==> src/sv/ik_pkg.sv <==
// shared constants, widths, tag structs and the arctangent table for the arm ik block
// no dependencies; imported by every module of the block
package ik_pkg;

   localparam int XW = 20;               // input coordinate width
   localparam int SUM_W = XW + 1;        // coordinate plus offset
   localparam int LEN_W = 17;            // link length and offset registers
   localparam int SHOFF_W = 14;          // shoulder zero offset register
   localparam int CSR_IDX_W = 3;
   localparam int OUT_W = 16;            // output angles
   localparam int CORDIC_STAGES_DEF = 16;
   localparam int ATAN_LEN = 24;

   localparam int ANG_W = 25;            // internal angle in 2^-20 rad
   localparam int YAW_W = 32;            // cordic width for the base yaw pass
   localparam int SH1_W = 32;            // cordic width for atan2(z, r)
   localparam int EL_W = 27;             // cordic width for atan2(s, c)
   localparam int SH2_W = 46;            // cordic width for the second shoulder term
   localparam int MAG_W = 31;
   localparam int GAIN_W = 30;
   localparam int PROD_W = MAG_W + GAIN_W;
   localparam int R24_W = 30;
   localparam int R16_W = 21;
   localparam int DEN_W = 35;
   localparam int NUM_W = 44;
   localparam int Q_W = 25;              // quotient bits, c magnitude
   localparam int DIVN_W = DEN_W + Q_W;
   localparam int C_W = Q_W + 1;
   localparam int ROOT_W = 25;
   localparam int RAD_W = 2 * ROOT_W;

   localparam logic signed [ANG_W-1:0] ANG_PI = 25'sd3294199;
   localparam logic [GAIN_W-1:0] INV_GAIN = 30'd652032874;
   localparam logic [PROD_W-1:0] GAIN_HALF = 61'd536870912;
   localparam logic [RAD_W-1:0] RAD_ONE = 50'h1_0000_0000_0000;

   localparam logic [LEN_W-1:0] L1_RST = 17'd13763;
   localparam logic [LEN_W-1:0] L2_RST = 17'd21627;
   localparam logic signed [LEN_W-1:0] XOFF_RST = -17'sd98;
   localparam logic signed [LEN_W-1:0] YOFF_RST = 17'sd3473;
   localparam logic [SHOFF_W-1:0] SHOFF_RST = 14'd6431;

   typedef enum logic [CSR_IDX_W-1:0] {
      CSR_L1    = 3'd0,
      CSR_L2    = 3'd1,
      CSR_XOFF  = 3'd2,
      CSR_YOFF  = 3'd3,
      CSR_SHOFF = 3'd4
   } csr_index_type;

   typedef struct packed {
      logic signed [ANG_W-1:0] yaw;
      logic [R24_W-1:0]        r24;
      logic signed [XW-1:0]    z;
      logic                    unreach;
      logic                    neg;
   } div_tag_type;

   typedef struct packed {
      logic signed [ANG_W-1:0] yaw;
      logic [R24_W-1:0]        r24;
      logic signed [XW-1:0]    z;
      logic                    unreach;
      logic signed [C_W-1:0]   c;
   } sqrt_tag_type;

   typedef struct packed {
      logic signed [ANG_W-1:0] yaw;
      logic                    unreach;
   } el_tag_type;

   // arctangent of 2^-i in 2^-20 rad
   function automatic logic signed [ANG_W-1:0] atan_entry(input int i);
      logic signed [ANG_W-1:0] v;
      case (i)
         0: v = 25'sd823550;
         1: v = 25'sd486170;
         2: v = 25'sd256879;
         3: v = 25'sd130396;
         4: v = 25'sd65451;
         5: v = 25'sd32757;
         6: v = 25'sd16383;
         7: v = 25'sd8192;
         8: v = 25'sd4096;
         9: v = 25'sd2048;
         10: v = 25'sd1024;
         11: v = 25'sd512;
         12: v = 25'sd256;
         13: v = 25'sd128;
         14: v = 25'sd64;
         15: v = 25'sd32;
         16: v = 25'sd16;
         17: v = 25'sd8;
         18: v = 25'sd4;
         19: v = 25'sd2;
         20: v = 25'sd1;
         default: v = '0;
      endcase
      return v;
   endfunction

endpackage

==> src/sv/ik_isqrt.sv <==
// pipelined integer square root, one root bit per stage (floor)
// depends on ik_pkg for widths
module ik_isqrt #(
   parameter int TAG_W = 1
) (
   input  logic                        clock,
   input  logic                        reset,
   input  logic                        en,
   input  logic                        in_vld,
   input  logic [ik_pkg::RAD_W-1:0]    in_rad,
   input  logic [TAG_W-1:0]            in_tag,
   output logic                        out_vld,
   output logic [ik_pkg::ROOT_W-1:0]   out_root,
   output logic [TAG_W-1:0]            out_tag
);
   import ik_pkg::*;

   localparam int REM_W = ROOT_W + 2;

   logic [REM_W-1:0]  rem_ff [ROOT_W];
   logic [RAD_W-1:0]  rad_ff [ROOT_W];
   logic [ROOT_W-1:0] root_ff [ROOT_W];
   logic [TAG_W-1:0]  tag_ff [ROOT_W];
   logic [ROOT_W-1:0] vld_ff;

   always_ff @(posedge clock) begin
      if (reset) begin
         vld_ff <= '0;
      end else if (en) begin
         vld_ff <= {vld_ff[ROOT_W-2:0], in_vld};
      end
   end

   for (genvar k = 0; k < ROOT_W; k++) begin : g_step
      logic [REM_W-1:0]  rem_prev;
      logic [RAD_W-1:0]  rad_prev;
      logic [ROOT_W-1:0] root_prev;
      logic [TAG_W-1:0]  tag_prev;
      logic [REM_W+1:0]  cur;
      logic [REM_W+1:0]  test;
      logic              ge;

      if (k == 0) begin : g_first
         assign rem_prev  = '0;
         assign rad_prev  = in_rad;
         assign root_prev = '0;
         assign tag_prev  = in_tag;
      end else begin : g_next
         assign rem_prev  = rem_ff[k-1];
         assign rad_prev  = rad_ff[k-1];
         assign root_prev = root_ff[k-1];
         assign tag_prev  = tag_ff[k-1];
      end

      // bring down the next bit pair, try root*4 + 1
      assign cur  = {rem_prev, rad_prev[RAD_W-1-2*k -: 2]};
      assign test = (REM_W+2)'({root_prev, 2'b01});
      assign ge   = cur >= test;

      always_ff @(posedge clock) begin
         if (en) begin
            rem_ff[k]  <= ge ? REM_W'(cur - test) : cur[REM_W-1:0];
            root_ff[k] <= {root_prev[ROOT_W-2:0], ge};
            rad_ff[k]  <= rad_prev;
            tag_ff[k]  <= tag_prev;
         end
      end
   end

   assign out_vld  = vld_ff[ROOT_W-1];
   assign out_root = root_ff[ROOT_W-1];
   assign out_tag  = tag_ff[ROOT_W-1];

endmodule

==> config.mk <==
export PLATFORM = sky130hd
export DESIGN_NAME = ik_isqrt
export DESIGN_NICKNAME = d
export VERILOG_FILES = /design/src/sv/ik_pkg.sv /design/src/sv/ik_isqrt.sv
export SDC_FILE = /design/constraint.sdc
export NUM_CORES = 2
export LEC_CHECK = 0
export BUFFER_PORTS_ARGS = -buffer_cell sky130_fd_sc_hd__buf_2
export CAP_MARGIN = 20
export CORE_UTILIZATION = 60
export CTS_CLUSTER_DIAMETER = 30
export DETAILED_ROUTE_END_ITERATION = 8
export PLACE_DENSITY = 0.76
export SLEW_MARGIN = 25
export SYNTH_ARGS = -nofsm -noshare
export SYNTH_HDL_FRONTEND = slang
export SYNTH_SLANG_ARGS = --single-unit
==> constraint.sdc <==
create_clock -name clock -period 3.79 [get_ports clock]
set_input_delay 0.379 -clock clock [delete_from_list [all_inputs] [get_ports clock]]
set_output_delay 0.379 -clock clock [all_outputs]
set_load 0.01 [all_outputs]
==> metrics.csv <==
metric,value,unit
status,completed,
Power Total,58.3,mW
Logic pwr share,0.142,
YS warnings,0,
clk sinks,1586,
global route overflow,0,
diodes inserted,0,
Die W,351,µm
Cells after DPL,7221,
Lkg Pwr,33.9,nW
Placeable Area,120000,µm²
drt via density,5.75,
r2r setup slk,0.25,ns
Synth area leaders,"edfxtp_1, ha_1, xnor2_1",
Reg power frac,0.398,
drt wl/cell,18.6,µm
"EDFF count, synth",1561,
DR DRC count,0,
final setup TNS,0,ns
Crit Path Class,register to register,
gp weighted congestion,0.890,
# IOs,82,
num rows,127,
proportion of synthesized chip area in sequential cells,0.647,
DRT Wirelength,146,mm
Slew @ Worst Pin,0.839,ns
vias in the first global route,45085,
worst hold path class,input port to register,
DR iter-0 viols,3351,
Die Area,123000,µm²
Post-Syn Area per Cell,13.2,µm²
Final min period,3.54,ns
Clock Tree Buf Depth,4,
reg2reg start,rem_ff[4][90],
Net Sw Frac,0.254,
crit end category,register,
worst clock skew,0.0730,ns
final core occ,0.722,
CTS buffer count,316,
CP required,4.38,ns
final worst setup slack,0.245,ns
"Period Utilization, post-route",0.935,
root buf cell,clkbuf_16,
RSZ-0062 raised after global routing,false,
critical hold path startpoint,in_rad[17],
Initial DRT Pass Iterations,8,
Post-DRT Antenna Nets,0,
Psw,14.8,mW
largest net degree at the start of global routing,134,
dpl hpwl,95.6,mm
Worst Hold Depth,2,
# Max-Cap Violations,0,
Synthesized Nets,5956,
R2R Path End,rem_ff[5][13],
GRT Util Overall,0.237,
"Async S/R FF share, synth",0,
Synth Register Bits,1586,
crit path DAT,4.13,ns
peak supply drop,0.560,mV
Clock power frac,0.460,
Clock Latency Late Sink,0.88,ns
ratio of cells with drive above 1 in the final layout,0.127,
Finished Layout Cells,7833,
CP Launch Point,rem_ff[4][90],
Finish-stage setup viols,0,
Layout Area Growth over Synthesis,18.8,%
worst r2r path cells,9,
"count leader, synth",edfxtp_1,
port buffer count,81,
main flop type after synthesis,edfxtp_1,
initial antenna violation count,1,
Setup Buffers After CTS,0,
vias post-DR,45074,
fin. max-slew vios,0,
Final Hold Vio Count,0,
CP startpoint kind,register,
H-Tree Depth,5,
first-pass GRT wire length,231,mm
Yosys top cell area share,0.640,
Power Internal,43.4,mW
clk slew on worst S/H paths,0.05,ns
Slew Limit Headroom,0.437,
Netlist Area Pre-Place,73200,µm²
CTS tree,yes,
Hold Path End,rad_ff[0][17],
CP Max Fanout,30,
synth unique cells,102,
Mapped Cells,5549,
fmax,0.282,GHz
Initial Util,0.608,
power per cell area,669,nW/µm²
Die Ht,351,µm
Setup WS pre-CTS,0.288,ns
Post-synth top cells,"edfxtp_1, inv_1, nor2_1",
post-synth top area cell,edfxtp_1,
fin nets,6390,
cell type report:
cell class	instances	area [µm²]
clock inverter	196	2110
clock buffer	360	8270
fill	7796	33400
tap	1612	2020
inverter	438	1640
sequential	1586	47400
timing repair buffer	212	1740
multi-input combinational	3429	23900
registers in the layout, summed over array words and instances (netlist names):
register,count
tag_ff,25
rem_ff,611
root_ff,325
rad_ff,600
vld_ff,25
per-stage QoR:
step	hold WS (ns)	cell area, µm²
2_1_floorplan	0.400	73200
3_3_place_gp	0.400	76100
3_5_place_dp	0.405	76100
4_1_cts	0.147	87000
5_1_grt	0.184	87000
6_report	0.212	87000
worst max-delay path, stage by stage (launching register included):
cell	delay [ns]
edfxtp_1	0.41
ha_1	0.43
nand2_1	0.15
nor3_1	0.47
nand4_1	0.23
or4_1	0.61
and3_1	0.23
nand2_1	0.06
buf_4	0.33
mux2_2	0.38
what timing repair did:
item,in CTS,in global routing
endpoints found under the setup margin,0,0
gates resized for setup,0,0
endpoints found under the hold margin,95,0
hold buffers,56,0
cell usage in the layout (no fill, tap or decap), types with 28 or more instances in the layout:
cell and n:
clkbuf_1 34, nor4_1 73, o21a_1 82, nand2_1 297, a21o_1 130, o211ai_1 28
buf_2 80, clkbuf_16 325, o21ai_0 201, xor2_1 193, mux2i_1 33, nand2b_1 63
inv_1 436, o31ai_1 40, a31oi_1 41, buf_4 59, o21bai_1 32, edfxtp_1 1561
dlygate4sd3_1 56, clkinv_2 47, or3_1 64, nor3_1 164, nor2b_1 45, or4_1 31
ha_1 352, mux2_2 65, clkinv_1 35, nand3_1 98, nand4_1 60, xnor2_1 296
nor2_1 372, and3_1 30, a21oi_1 333, or2_2 28, bufinv_16 34
power groups by stage:
stage               logic, mW  clock network, mW  registers, mW
detailed placement       8.06                  0           23.5
finish                   8.27               26.8           23.2
global route             9.16               28.0           23.4
global placement         7.88                  0           23.4
CTS                      8.24               27.2           23.2
floorplan                6.07                  0           22.9
routing by layer:
layer | GRT usage | vias up | wire length (µm)
met4 | 0.104 | 0 | 5380
li1 | - | 21664 | -
met1 | 0.281 | 21728 | 58000
met3 | 0.0391 | 374 | 6800
met2 | 0.423 | 1308 | 75700
met5 | 0 | - | 0
kinds of logic (layout without fill, tap and decap cells):
kind of cell,count (synthesis),count (layout),synth area share
adders and majority gates,352,352,0.0601
buffers and inverters,534,1206,0.0281
other,1,1,0.0000512
muxes,100,100,0.0149
and+or+nand+nor,1422,1422,0.0982
AOI/OAI and AO/OA,1064,1064,0.0930
xor gates and xnor gates,490,490,0.0587
DFF,1586,1586,0.647
worst max path at each step:
| stage | to | slack [ns] | cells after the start |
|---|---|---|---|
| final | rem_ff[5][13] | 0.25 | 9 |
| after global routing | rem_ff[5][13] | 0.06 | 9 |
| after CTS | rem_ff[5][13] | 0.27 | 9 |
| after detailed placement | rem_ff[5][13] | 0.29 | 9 |
| after global placement | rem_ff[5][15] | 0.26 | 9 |
| after floorplan | rem_ff[5][51] | 0.85 | 9 |
No activity file was read; power rests on OpenSTA's default activity.
