`config.mk`:
```
export PLATFORM = sky130hd
export DESIGN_NAME = ik_div
export DESIGN_NICKNAME = d
export VERILOG_FILES = /design/src/sv/ik_pkg.sv /design/src/sv/ik_div.sv
export SDC_FILE = /design/constraint.sdc
export NUM_CORES = 2
export LEC_CHECK = 0
export BUFFER_PORTS_ARGS = -buffer_cell sky130_fd_sc_hd__buf_4
export CAP_MARGIN = 10
export CORE_MARGIN = 10
export CORE_UTILIZATION = 45
export CTS_CLUSTER_SIZE = 8
export DETAILED_ROUTE_END_ITERATION = 8
export MAX_ROUTING_LAYER = met4
export PLACE_DENSITY = 0.67
export SLEW_MARGIN = 15
export SYNTH_ARGS = -nofsm -noshare
export SYNTH_HDL_FRONTEND = slang
export SYNTH_SLANG_ARGS = --single-unit
```
`constraint.sdc`:
```
create_clock -name clock -period 6.4 [get_ports clock]
set_input_delay 0.64 -clock clock [delete_from_list [all_inputs] [get_ports clock]]
set_output_delay 0.64 -clock clock [all_outputs]
set_load 0.01 [all_outputs]
```
`src/sv/ik_pkg.sv`:
```
// shared constants, widths, tag structs and the arctangent table for the arm ik block
// no dependencies; imported by every module of the block
package ik_pkg;

   localparam int XW = 20;               // input coordinate width
   localparam int SUM_W = XW + 1;        // coordinate plus offset
   localparam int LEN_W = 17;            // link length and offset registers
   localparam int SHOFF_W = 14;          // shoulder zero offset register
   localparam int CSR_IDX_W = 3;
   localparam int OUT_W = 16;            // output angles
   localparam int CORDIC_STAGES_DEF = 16;
   localparam int ATAN_LEN = 24;

   localparam int ANG_W = 25;            // internal angle in 2^-20 rad
   localparam int YAW_W = 32;            // cordic width for the base yaw pass
   localparam int SH1_W = 32;            // cordic width for atan2(z, r)
   localparam int EL_W = 27;             // cordic width for atan2(s, c)
   localparam int SH2_W = 46;            // cordic width for the second shoulder term
   localparam int MAG_W = 31;
   localparam int GAIN_W = 30;
   localparam int PROD_W = MAG_W + GAIN_W;
   localparam int R24_W = 30;
   localparam int R16_W = 21;
   localparam int DEN_W = 35;
   localparam int NUM_W = 44;
   localparam int Q_W = 25;              // quotient bits, c magnitude
   localparam int DIVN_W = DEN_W + Q_W;
   localparam int C_W = Q_W + 1;
   localparam int ROOT_W = 25;
   localparam int RAD_W = 2 * ROOT_W;

   localparam logic signed [ANG_W-1:0] ANG_PI = 25'sd3294199;
   localparam logic [GAIN_W-1:0] INV_GAIN = 30'd652032874;
   localparam logic [PROD_W-1:0] GAIN_HALF = 61'd536870912;
   localparam logic [RAD_W-1:0] RAD_ONE = 50'h1_0000_0000_0000;

   localparam logic [LEN_W-1:0] L1_RST = 17'd13763;
   localparam logic [LEN_W-1:0] L2_RST = 17'd21627;
   localparam logic signed [LEN_W-1:0] XOFF_RST = -17'sd98;
   localparam logic signed [LEN_W-1:0] YOFF_RST = 17'sd3473;
   localparam logic [SHOFF_W-1:0] SHOFF_RST = 14'd6431;

   typedef enum logic [CSR_IDX_W-1:0] {
      CSR_L1    = 3'd0,
      CSR_L2    = 3'd1,
      CSR_XOFF  = 3'd2,
      CSR_YOFF  = 3'd3,
      CSR_SHOFF = 3'd4
   } csr_index_type;

   typedef struct packed {
      logic signed [ANG_W-1:0] yaw;
      logic [R24_W-1:0]        r24;
      logic signed [XW-1:0]    z;
      logic                    unreach;
      logic                    neg;
   } div_tag_type;

   typedef struct packed {
      logic signed [ANG_W-1:0] yaw;
      logic [R24_W-1:0]        r24;
      logic signed [XW-1:0]    z;
      logic                    unreach;
      logic signed [C_W-1:0]   c;
   } sqrt_tag_type;

   typedef struct packed {
      logic signed [ANG_W-1:0] yaw;
      logic                    unreach;
   } el_tag_type;

   // arctangent of 2^-i in 2^-20 rad
   function automatic logic signed [ANG_W-1:0] atan_entry(input int i);
      logic signed [ANG_W-1:0] v;
      case (i)
         0: v = 25'sd823550;
         1: v = 25'sd486170;
         2: v = 25'sd256879;
         3: v = 25'sd130396;
         4: v = 25'sd65451;
         5: v = 25'sd32757;
         6: v = 25'sd16383;
         7: v = 25'sd8192;
         8: v = 25'sd4096;
         9: v = 25'sd2048;
         10: v = 25'sd1024;
         11: v = 25'sd512;
         12: v = 25'sd256;
         13: v = 25'sd128;
         14: v = 25'sd64;
         15: v = 25'sd32;
         16: v = 25'sd16;
         17: v = 25'sd8;
         18: v = 25'sd4;
         19: v = 25'sd2;
         20: v = 25'sd1;
         default: v = '0;
      endcase
      return v;
   endfunction

endpackage

```
`src/sv/ik_div.sv`:
```
// pipelined restoring divider, one quotient bit per stage
// depends on ik_pkg for widths; quotient must fit in Q_W bits
module ik_div #(
   parameter int TAG_W = 1
) (
   input  logic                             clock,
   input  logic                             reset,
   input  logic                             en,
   input  logic                             in_vld,
   input  logic [ik_pkg::DIVN_W-1:0]        in_num,
   input  logic [ik_pkg::DEN_W-1:0]         in_den,
   input  logic [TAG_W-1:0]                 in_tag,
   output logic                             out_vld,
   output logic [ik_pkg::Q_W-1:0]           out_quo,
   output logic [TAG_W-1:0]                 out_tag
);
   import ik_pkg::*;

   logic [DEN_W-1:0]  rem_ff [Q_W];
   logic [DIVN_W-1:0] num_ff [Q_W];
   logic [DEN_W-1:0]  den_ff [Q_W];
   logic [Q_W-1:0]    quo_ff [Q_W];
   logic [TAG_W-1:0]  tag_ff [Q_W];
   logic [Q_W-1:0]    vld_ff;

   always_ff @(posedge clock) begin
      if (reset) begin
         vld_ff <= '0;
      end else if (en) begin
         vld_ff <= {vld_ff[Q_W-2:0], in_vld};
      end
   end

   for (genvar k = 0; k < Q_W; k++) begin : g_step
      logic [DEN_W-1:0]  rem_prev;
      logic [DIVN_W-1:0] num_prev;
      logic [DEN_W-1:0]  den_prev;
      logic [Q_W-1:0]    quo_prev;
      logic [TAG_W-1:0]  tag_prev;
      logic [DEN_W:0]    trial;
      logic              ge;

      if (k == 0) begin : g_first
         // the high part of the numerator is already below the divisor
         assign rem_prev = in_num[DIVN_W-1 -: DEN_W];
         assign num_prev = in_num;
         assign den_prev = in_den;
         assign quo_prev = '0;
         assign tag_prev = in_tag;
      end else begin : g_next
         assign rem_prev = rem_ff[k-1];
         assign num_prev = num_ff[k-1];
         assign den_prev = den_ff[k-1];
         assign quo_prev = quo_ff[k-1];
         assign tag_prev = tag_ff[k-1];
      end

      assign trial = {rem_prev, num_prev[Q_W-1-k]};
      assign ge = trial >= {1'b0, den_prev};

      always_ff @(posedge clock) begin
         if (en) begin
            rem_ff[k] <= ge ? DEN_W'(trial - {1'b0, den_prev}) : trial[DEN_W-1:0];
            quo_ff[k] <= {quo_prev[Q_W-2:0], ge};
            num_ff[k] <= num_prev;
            den_ff[k] <= den_prev;
            tag_ff[k] <= tag_prev;
         end
      end
   end

   assign out_vld = vld_ff[Q_W-1];
   assign out_quo = quo_ff[Q_W-1];
   assign out_tag = tag_ff[Q_W-1];

endmodule

```
==> impl_metrics.csv <==
group,metric,value,unit
yosys,synth_edf_count,2330,
floorplanning,rows,194,
global_routing,grt_use_total,20.2,%
hold_path,worstHoldPathCells,3,
global_routing,gr-total-overflow,0,
setup_path,worst-endpoint-arrival,5470,ps
status,status,"completed",
power_and_ir_drop,power_frac_seq,35.2,%
final_layout,synthToLayoutAreaGrowth,12.0,%
timing,worst_pin_slew,1030,ps
yosys,netlist.area_leader.share,55.6,%
final_layout,drive_above_1_share,7.54,%
yosys,synth_cell_types,97,
yosys,yosysMostFrequentCell,"edfxtp_1",
place,place_inst,14600,
timing,skew,49.4,ps
drt,wire_per_inst,20.3,um
timing,slew_violations,0,
floorplanning,die-area,301000,um2
floorplanning,die_y,549,um
yosys,synth_area,126000,um2
clock_network,clockBufferDepth,4,
yosys,synth_area_leaders,"edfxtp_1 (56%), ha_1 (8.7%), a21oi_1 (4.1%)",
yosys,ys_top_cells_by_count,"edfxtp_1 (2330), inv_1 (1099), a21oi_1 (1023), ha_1 (875), nand2_1 (705)",
clock_network,path_clk_slew,60,ps
timing,hold_viol,0,
power_and_ir_drop,p_leak,57.5,nW
yosys,seq_area_frac_synth,56.0,%
setup_path,crit_type,"reg2reg",
timing,fin_crit_sh,75.3,%
yosys,synth.avg_cell_area,11.5,um2
setup_path,worstSetupEndpointType,"flop",
yosys,synth_nets,11900,
floorplanning,dieWidth,549,um
clock_network,cts_resized,0,
global_routing,grt_pass1_vias,81700,
setup_path,required,7050,ps
clock_network,htreeDepth,5,
setup_path,cp_max_fo,31,
global_routing,antenna_found_initial,8,
clock_network,cts_buffers,336,
power_and_ir_drop,clockPowerShare,21.8,%
clock_network,tritoncts,"built",
floorplanning,ios,127,
timing,rsz0062_at_grt,"false",
power_and_ir_drop,vdd_drop_max,0.228,mV
floorplanning,core-area,279000,um2
drt,firstDrtPassIters,6,
drt,drtIter0Drc,7569,
power_and_ir_drop,p_int,45.3,mW
final_layout,finalInstanceArea,141000,um2
place,placed_area,131000,um2
timing,max_slew_margin,30.9,%
final_layout,final_cells,15000,
timing,setup_violations,0,
power_and_ir_drop,switching_share,37.6,%
yosys,ys.flop_type,"edfxtp_1",
drt,num_vias,83700,
clock_network,cts_sinks,2355,
timing,tns,0,ps
drt,route.detailed.drc,0,
place,place_hpwl,229,mm
drt,via_per_inst,5.56,
floorplanning,start_util,45.1,%
power_and_ir_drop,switchingPower,27.2,mW
power_and_ir_drop,power_density,514,nW/um2
place,io_buffers,126,
setup_path,startpoint_type,"flop",
yosys,netlist_instances,10900,
final_layout,nNetsFinal,12300,
hold_path,hold_path_class,"in2reg",
timing,fmax,208,MHz
clock_network,clock_latency,930,ps
yosys,yosysTopAreaCell,"edfxtp_1",
run,drv_cap,0,
yosys,async_flop_share,0,%
clock_network,root_buffer,"clkbuf_16",
power_and_ir_drop,combPwrFrac,43.0,%
place,routabilityCongestion,0.940,
yosys,ys_ff_latch,2355,
drt,wl,306,mm
global_routing,grt_pass1_wl,473,mm
drt,ant_nets,0,
setup_path,r2r_cells,13,
yosys,yosysWarningCount,0,
timing,period_needed,4820,ps
global_routing,grt_max_degree,160,
==> worst paths after layout <==
check	from	to	slack (ps)
max	den_ff[1][70]$_DFFE_PP_	rem_ff[1][124]$_DFFE_PP_	1580
min	in_num[50]	rem_ff[0][26]$_DFFE_PP_	80
max reg2reg	den_ff[1][70]$_DFFE_PP_	rem_ff[1][124]$_DFFE_PP_	1580
min reg2reg	num_ff[1][2]$_DFFE_PP_	num_ff[1][62]$_DFFE_PP_	400
==> power groups by stage <==
stage | Combinational (mW) | Clock (mW) | Sequential, mW
6_report | 31.2 | 15.8 | 25.5
5_1_grt | 34.8 | 16.9 | 25.8
4_1_cts | 31.0 | 16.3 | 25.5
3_5_place_dp | 30.7 | 0 | 25.7
3_3_place_gp | 30.2 | 0 | 25.7
2_1_floorplan | 23.9 | 0 | 23.9
==> state kept, by name, summed over array words and instances, names as in the netlist <==
| name | count |
|---|---|
| quo_ff | 325 |
| num_ff | 300 |
| tag_ff | 25 |
| vld_ff | 25 |
| rem_ff | 840 |
| den_ff | 840 |
==> repair_timing <==
item	4_1_cts	5_1_grt
buffers inserted	0	0
endpoints found under the hold margin	73	0
hold buffers	73	0
==> worst max-delay path: stages, from the launching register on <==
cell	delay, ps
edfxtp_1	500
ha_1	280
fa_1	420
nor2b_1	140
o21ai_0	120
a21oi_1	210
o31ai_1	150
a31oi_1	320
o21ai_1	200
a211oi_1	500
a311oi_1	160
o211ai_4	630
buf_4	470
mux2_2	400
==> cell type report <==
type,count,area (um2)
Multi-Input combinational cell,7178,50200
Timing Repair Buffer,278,2500
Clock buffer,369,8600
Tap cell,3724,4660
Inverter,1102,4140
Clock inverter,31,495
Sequential cell,2355,70500
Antenna cell,6,15.0
Fill cell,24100,138000
==> per-stage QoR <==
step	power [mW]	setup slack [ps]	hold WS, ps	utilization [%]
3_5_place_dp	56.3	1640	405	47.1
2_1_floorplan	47.8	2730	400	-
4_1_cts	72.7	1610	0.943	50.6
3_3_place_gp	55.9	1730	400	47.1
6_report	72.5	1580	75.6	50.6
5_1_grt	77.5	1290	51.5	50.6
==> cells by family (layout without fill, tap and decap cells) <==
group / after synthesis / in the layout / share of synthesized area [%]
AO/OA/AOI/OAI: 2994 / 2994 / 14.7
XOR/XNOR: 741 / 741 / 5.15
adder cells (fa/ha/maj): 899 / 899 / 9.08
buffers and inverters: 1400 / 1780 / 4.29
flip-flops: 2355 / 2355 / 56.0
multiplexers: 256 / 256 / 2.32
other: 0 / 6 / 0
AND/OR/NAND/NOR: 2288 / 2288 / 8.52
==> routing by layer <==
metal  up-vias  wire length, um  part of all wire, %  global-route usage [%]
met5         -                0                    0                       -
met4         0             9130                  3.0                    6.00
met2      2623           133000                   43                    29.9
met3       506            18500                  6.1                    2.77
met1     40100           145000                   48                    29.1
li1      40500                -                    -                       -
==> layout by cell type, fill, tap and decap left out, drive strengths merged, types with 205 or more instances in the layout <==
cell and instances:
edfxtp 2330, inv 1114, a21oi 1026, ha 875, o21ai 712, nand2 705
nor2 670, a21o 518, xnor2 418, clkbuf 369, xor2 323, mux2 216
buf 205
Note: power is estimated with default switching activity, not from simulation.
