`src/sv/ik_pkg.sv`:
```
// shared constants, widths, tag structs and the arctangent table for the arm ik block
// no dependencies; imported by every module of the block
package ik_pkg;

   localparam int XW = 20;               // input coordinate width
   localparam int SUM_W = XW + 1;        // coordinate plus offset
   localparam int LEN_W = 17;            // link length and offset registers
   localparam int SHOFF_W = 14;          // shoulder zero offset register
   localparam int CSR_IDX_W = 3;
   localparam int OUT_W = 16;            // output angles
   localparam int CORDIC_STAGES_DEF = 16;
   localparam int ATAN_LEN = 24;

   localparam int ANG_W = 25;            // internal angle in 2^-20 rad
   localparam int YAW_W = 32;            // cordic width for the base yaw pass
   localparam int SH1_W = 32;            // cordic width for atan2(z, r)
   localparam int EL_W = 27;             // cordic width for atan2(s, c)
   localparam int SH2_W = 46;            // cordic width for the second shoulder term
   localparam int MAG_W = 31;
   localparam int GAIN_W = 30;
   localparam int PROD_W = MAG_W + GAIN_W;
   localparam int R24_W = 30;
   localparam int R16_W = 21;
   localparam int DEN_W = 35;
   localparam int NUM_W = 44;
   localparam int Q_W = 25;              // quotient bits, c magnitude
   localparam int DIVN_W = DEN_W + Q_W;
   localparam int C_W = Q_W + 1;
   localparam int ROOT_W = 25;
   localparam int RAD_W = 2 * ROOT_W;

   localparam logic signed [ANG_W-1:0] ANG_PI = 25'sd3294199;
   localparam logic [GAIN_W-1:0] INV_GAIN = 30'd652032874;
   localparam logic [PROD_W-1:0] GAIN_HALF = 61'd536870912;
   localparam logic [RAD_W-1:0] RAD_ONE = 50'h1_0000_0000_0000;

   localparam logic [LEN_W-1:0] L1_RST = 17'd13763;
   localparam logic [LEN_W-1:0] L2_RST = 17'd21627;
   localparam logic signed [LEN_W-1:0] XOFF_RST = -17'sd98;
   localparam logic signed [LEN_W-1:0] YOFF_RST = 17'sd3473;
   localparam logic [SHOFF_W-1:0] SHOFF_RST = 14'd6431;

   typedef enum logic [CSR_IDX_W-1:0] {
      CSR_L1    = 3'd0,
      CSR_L2    = 3'd1,
      CSR_XOFF  = 3'd2,
      CSR_YOFF  = 3'd3,
      CSR_SHOFF = 3'd4
   } csr_index_type;

   typedef struct packed {
      logic signed [ANG_W-1:0] yaw;
      logic [R24_W-1:0]        r24;
      logic signed [XW-1:0]    z;
      logic                    unreach;
      logic                    neg;
   } div_tag_type;

   typedef struct packed {
      logic signed [ANG_W-1:0] yaw;
      logic [R24_W-1:0]        r24;
      logic signed [XW-1:0]    z;
      logic                    unreach;
      logic signed [C_W-1:0]   c;
   } sqrt_tag_type;

   typedef struct packed {
      logic signed [ANG_W-1:0] yaw;
      logic                    unreach;
   } el_tag_type;

   // arctangent of 2^-i in 2^-20 rad
   function automatic logic signed [ANG_W-1:0] atan_entry(input int i);
      logic signed [ANG_W-1:0] v;
      case (i)
         0: v = 25'sd823550;
         1: v = 25'sd486170;
         2: v = 25'sd256879;
         3: v = 25'sd130396;
         4: v = 25'sd65451;
         5: v = 25'sd32757;
         6: v = 25'sd16383;
         7: v = 25'sd8192;
         8: v = 25'sd4096;
         9: v = 25'sd2048;
         10: v = 25'sd1024;
         11: v = 25'sd512;
         12: v = 25'sd256;
         13: v = 25'sd128;
         14: v = 25'sd64;
         15: v = 25'sd32;
         16: v = 25'sd16;
         17: v = 25'sd8;
         18: v = 25'sd4;
         19: v = 25'sd2;
         20: v = 25'sd1;
         default: v = '0;
      endcase
      return v;
   endfunction

endpackage

```
`src/sv/ik_cordic.sv`:
```
// pipelined vectoring cordic: atan2(b, a) and raw magnitude, one stage per iteration
// depends on ik_pkg for the arctangent table and pi
module ik_cordic #(
   parameter int STAGES = ik_pkg::CORDIC_STAGES_DEF,
   parameter int W = 32,
   parameter int TAG_W = 1
) (
   input  logic                            clock,
   input  logic                            reset,
   input  logic                            en,
   input  logic                            in_vld,
   input  logic signed [W-1:0]             in_a,
   input  logic signed [W-1:0]             in_b,
   input  logic [TAG_W-1:0]                in_tag,
   output logic                            out_vld,
   output logic signed [W-1:0]             out_mag,
   output logic signed [ik_pkg::ANG_W-1:0] out_ang,
   output logic [TAG_W-1:0]                out_tag
);
   import ik_pkg::*;

   logic signed [W-1:0]     a_ff [STAGES+1];
   logic signed [W-1:0]     b_ff [STAGES+1];
   logic signed [ANG_W-1:0] z_ff [STAGES+1];
   logic                    zero_ff [STAGES+1];
   logic [TAG_W-1:0]        tag_ff [STAGES+1];
   logic [STAGES:0]         vld_ff;

   always_ff @(posedge clock) begin
      if (reset) begin
         vld_ff <= '0;
      end else if (en) begin
         vld_ff <= {vld_ff[STAGES-1:0], in_vld};
      end
   end

   // left half plane is turned by pi first
   always_ff @(posedge clock) begin
      if (en) begin
         a_ff[0]    <= (in_a < 0) ? -in_a : in_a;
         b_ff[0]    <= (in_a < 0) ? -in_b : in_b;
         z_ff[0]    <= (in_a < 0) ? ((in_b >= 0) ? ANG_PI : -ANG_PI) : '0;
         zero_ff[0] <= (in_a == 0) && (in_b == 0);
         tag_ff[0]  <= in_tag;
      end
   end

   for (genvar i = 0; i < STAGES; i++) begin : g_stage
      always_ff @(posedge clock) begin
         if (en) begin
            if (b_ff[i] > 0) begin
               a_ff[i+1] <= a_ff[i] + (b_ff[i] >>> i);
               b_ff[i+1] <= b_ff[i] - (a_ff[i] >>> i);
               z_ff[i+1] <= z_ff[i] + atan_entry(i);
            end else begin
               a_ff[i+1] <= a_ff[i] - (b_ff[i] >>> i);
               b_ff[i+1] <= b_ff[i] + (a_ff[i] >>> i);
               z_ff[i+1] <= z_ff[i] - atan_entry(i);
            end
            zero_ff[i+1] <= zero_ff[i];
            tag_ff[i+1]  <= tag_ff[i];
         end
      end
   end

   assign out_vld = vld_ff[STAGES];
   assign out_mag = zero_ff[STAGES] ? '0 : a_ff[STAGES];
   assign out_ang = zero_ff[STAGES] ? '0 : z_ff[STAGES];
   assign out_tag = tag_ff[STAGES];

endmodule

```
`config.mk`:
```
export PLATFORM = sky130hd
export DESIGN_NAME = ik_cordic
export DESIGN_NICKNAME = d
export VERILOG_FILES = /design/src/sv/ik_pkg.sv /design/src/sv/ik_cordic.sv
export SDC_FILE = /design/constraint.sdc
export NUM_CORES = 2
export LEC_CHECK = 0
export BUFFER_PORTS_ARGS = -buffer_cell sky130_fd_sc_hd__buf_2
export CAP_MARGIN = 20
export CORE_MARGIN = 4
export CORE_UTILIZATION = 40
export CTS_BUF_LIST = sky130_fd_sc_hd__clkbuf_16
export DETAILED_ROUTE_END_ITERATION = 6
export PLACE_DENSITY = 0.65
export RECOVER_POWER = 50
export SYNTH_ARGS = -nofsm -noshare
export SYNTH_HDL_FRONTEND = slang
export SYNTH_SLANG_ARGS = --single-unit
```
`constraint.sdc`:
```
create_clock -name clock -period 18 [get_ports clock]
set_input_delay 3.6 -clock clock [delete_from_list [all_inputs] [get_ports clock]]
set_output_delay 3.6 -clock clock [all_outputs]
set_load 0.05 [all_outputs]
```
==> flow_summary.json <==
{
  "clock-root-buffer": "clkbuf_16",
  "run_status": "finished with violations",
  "detail_route.vias_per_cell": 5.58,
  "place.gp.congestion": 0.946,
  "finalSetupViolations": 0,
  "route.detailed.drc": 0,
  "yosys_warnings": 0,
  "dr.pass1.iters": 6,
  "yosysSeqAreaShare_pct": 37.0,
  "final_area_um2": 133000,
  "hold_path.class": "reg -> reg",
  "timing.critical_path.slowest_stage_cell": "clkbuf_1",
  "critPathCaptureType": "register",
  "final_layout_size_suffix_gt1_share_pct": 4.06,
  "regArea_um2": 45100,
  "global_route_wire_length_before_repair_um": 494000,
  "antenna_cells": 0,
  "post-route-min-period_ps": 12970,
  "cp.required_ps": 18580,
  "postSynthNetCount": 14031,
  "nets": 14169,
  "grt.overflow.total": 0,
  "vias_in_the_first_global_route": 88561,
  "horizontal_die_dimension_um": 560,
  "floorplan.die_area_um2": 313000,
  "largest_net_degree_at_the_start_of_global_routing": 134,
  "antenna_violating_nets_post_route": 0,
  "design.portCount": 128,
  "max_freq_ghz": 0.0771,
  "synth_cell_types": 86,
  "ys_async_sr_fraction_pct": 0,
  "critical_path_arrival_ps": 13540,
  "groute.usage.overall_pct": 19.3,
  "finalWirelength_um": 314000,
  "post_synth_inst_count": 12620,
  "post_cts_hold_buffer_count": 0,
  "path_max_fanout": 49,
  "antenna_violations_before_repair": 4,
  "multi_input_comb_area_um2": 73400,
  "drv.max_cap_violation_count": 27,
  "critPathKind": "in -> reg",
  "syn-cell-area_um2": 122000,
  "start_kind": "primary input",
  "number_of_port_buffers": 127,
  "worst_slew_pin_slew_ps": 5910,
  "die_h_um": 560,
  "syn_avg_cell_area_um2": 9.65,
  "hpwl_um": 249000,
  "worstSkewPairLatency_ps": 880,
  "average_wire_length_per_cell_after_detail_routing_um": 18.6,
  "cts_h_tree_depth": 4,
  "post_cts_buffers": 0,
  "count_of_flip_flops_with_a_built_in_enable_after_synthesis": 1490,
  "ys_seq_elements": 1507,
  "unrepaired_setup_endpoints_after_global_routing": "no",
  "cpMostUsedCell": "clkbuf_1",
  "initial_core_util_pct": 40.2,
  "cp_cell_sequence": "clkbuf_1 > clkbuf_1 > o21ai_0 > clkbuf_1 > clkinv_1 > clkbuf_1 > nor2_1 > xnor2_1 > ha_1 > and2_1 > a221o_1 > a311oi_1 > o31ai_1 > a31oi_1 > o21ai_0 > a41o_1 > a21oi_1 > xnor2_1",
  "pre_cts_ws_ps": 7790,
  "worst_slew_margin_rel_pct": -294,
  "critPathMaxStageDelay_ps": 2330,
  "slew_violations": 1213,
  "final-hold-violation-count": 0,
  "synth-main-ff-cell": "edfxtp_1",
  "tritoncts": "built",
  "clkSinkCount": 1507,
  "cts-root-to-sink-buffers": 4,
  "cp_top_family": "buffers and inverters",
  "postLayoutSetupSlackWorst_ps": 5030,
  "skew_ps": 101,
  "flow.area_growth_from_synthesis_pct": 8.84,
  "placed_area_um2": 127000,
  "critical_path_buf_inv_count": 5,
  "coreArea_um2": 303000,
  "post-route-period-util_pct": 72.0,
  "failed_checks": "max-capacitance violations, max-slew violations",
  "worst_setup_hold_path_clk_slew_ps": 60,
  "rows": 202,
  "vias": 94065,
  "finalSetupTns_ps": 0,
  "number_of_cts_inserted_buffers": 180,
  "post_cts_resize_count": 0,
  "fillers": 29115,
  "drt-initial-drc-count": 7052
}
-- Yosys cell counts, drive strengths merged (30+ instances only) --
cell type	number	area, um2
nor2	977	3670
a21oi	1049	5250
o41ai	101	900
nor4	108	691
a211oi	91	683
o21ai	792	3970
o211ai	57	428
nand3	222	1110
clkbuf	212	796
a21o	460	3450
nand2	752	2820
nand4	87	544
xnor2	1222	10700
o21a	182	1370
a31oi	91	569
or3	155	970
and3	79	494
o21bai	159	1190
fa	51	1020
ha	1291	16200
a31o	33	289
edfxtp	1490	44700
mux2i	49	490
inv	624	2340
xor2	587	5140
a21boi	68	510
nand2b	196	1230
o31ai	225	1690
buf	30	148
or2	58	363
a2111oi	31	272
and2	66	413
nor2b	238	1490
or4	101	773
nor3	283	1420
-- final timing paths --
path | from | to | slack, ps | cells past startpoint
setup / recovery | en | a_ff[2][31] | 5030 | 18
hold / removal | tag_ff[0][7] | tag_ff[1][0] | 390 | 0
setup reg to reg | b_ff[2][8] | b_ff[3][30] | 8240 | 26
hold reg to reg | tag_ff[0][7] | tag_ff[1][0] | 390 | 0
-- per-stage QoR --
| step | cells | hold WS (ps) | utilization, % |
|---|---|---|---|
| 2_1_floorplan | 12620 | 400 | - |
| 3_3_place_gp | 16553 | 401 | 42.0 |
| 3_5_place_dp | 16554 | 405 | 42.0 |
| 4_1_cts | 16869 | 386 | 43.8 |
| 5_1_grt | 16869 | 391 | 43.7 |
| 6_report | 16869 | 392 | 43.7 |
-- kinds of logic after synthesis --
| logic type | Yosys count | share of synthesized area [%] |
|---|---|---|
| AOI/OAI and AO/OA | 3619 | 19.0 |
| xor gates and xnor gates | 1809 | 13.0 |
| adders and majority gates | 1342 | 14.1 |
| buffers and inverters | 878 | 2.73 |
| DFF | 1507 | 37.0 |
| muxes | 64 | 0.541 |
| and+or+nand+nor | 3401 | 13.7 |
-- routing by layer --
layer	share of wire, %	GRT usage (%)
met3	4.9	2.16
met1	44	25.2
met4	3.5	6.05
met2	48	33.3
met5	0	0
-- sequential cells by signal (all words and copies together) (netlist names) --
| register | count |
|---|---|
| b_ff | 511 |
| a_ff | 544 |
| vld_ff | 17 |
| zero_ff | 17 |
| z_ff | 401 |
| tag_ff | 17 |
-- area by class of cell --
type                       count  share of cell area (%)
multi-input combinational  10235                    55.4
clock inverter               134                   0.857
sequential                  1507                    34.0
timing repair buffer         198                   0.772
tap                         3978                    3.75
inverter                     636                    1.80
clock buffer                 181                    3.42
-- placed cells by master, fill, tap and decap left out, types with 91 or more instances in the layout --
master     count
clkbuf_16    181
o21bai_1     159
nand2b_1     196
a211oi_1      91
a31oi_1       91
o31ai_1      225
a21o_1       460
nor4_1       107
xnor2_1     1222
or3_1        155
o21a_1       182
edfxtp_1    1490
ha_1        1291
nor2_1       977
nand3_1      222
or4_1         97
nor2b_1      238
inv_1        649
a21oi_1     1048
o21ai_0      788
nor3_1       283
nand2_1      752
xor2_1       587
o41ai_1       99
Power is left out: the tool's default activity adds up to more than one toggle a clock period on the data nets, which glitch-free logic cannot reach.
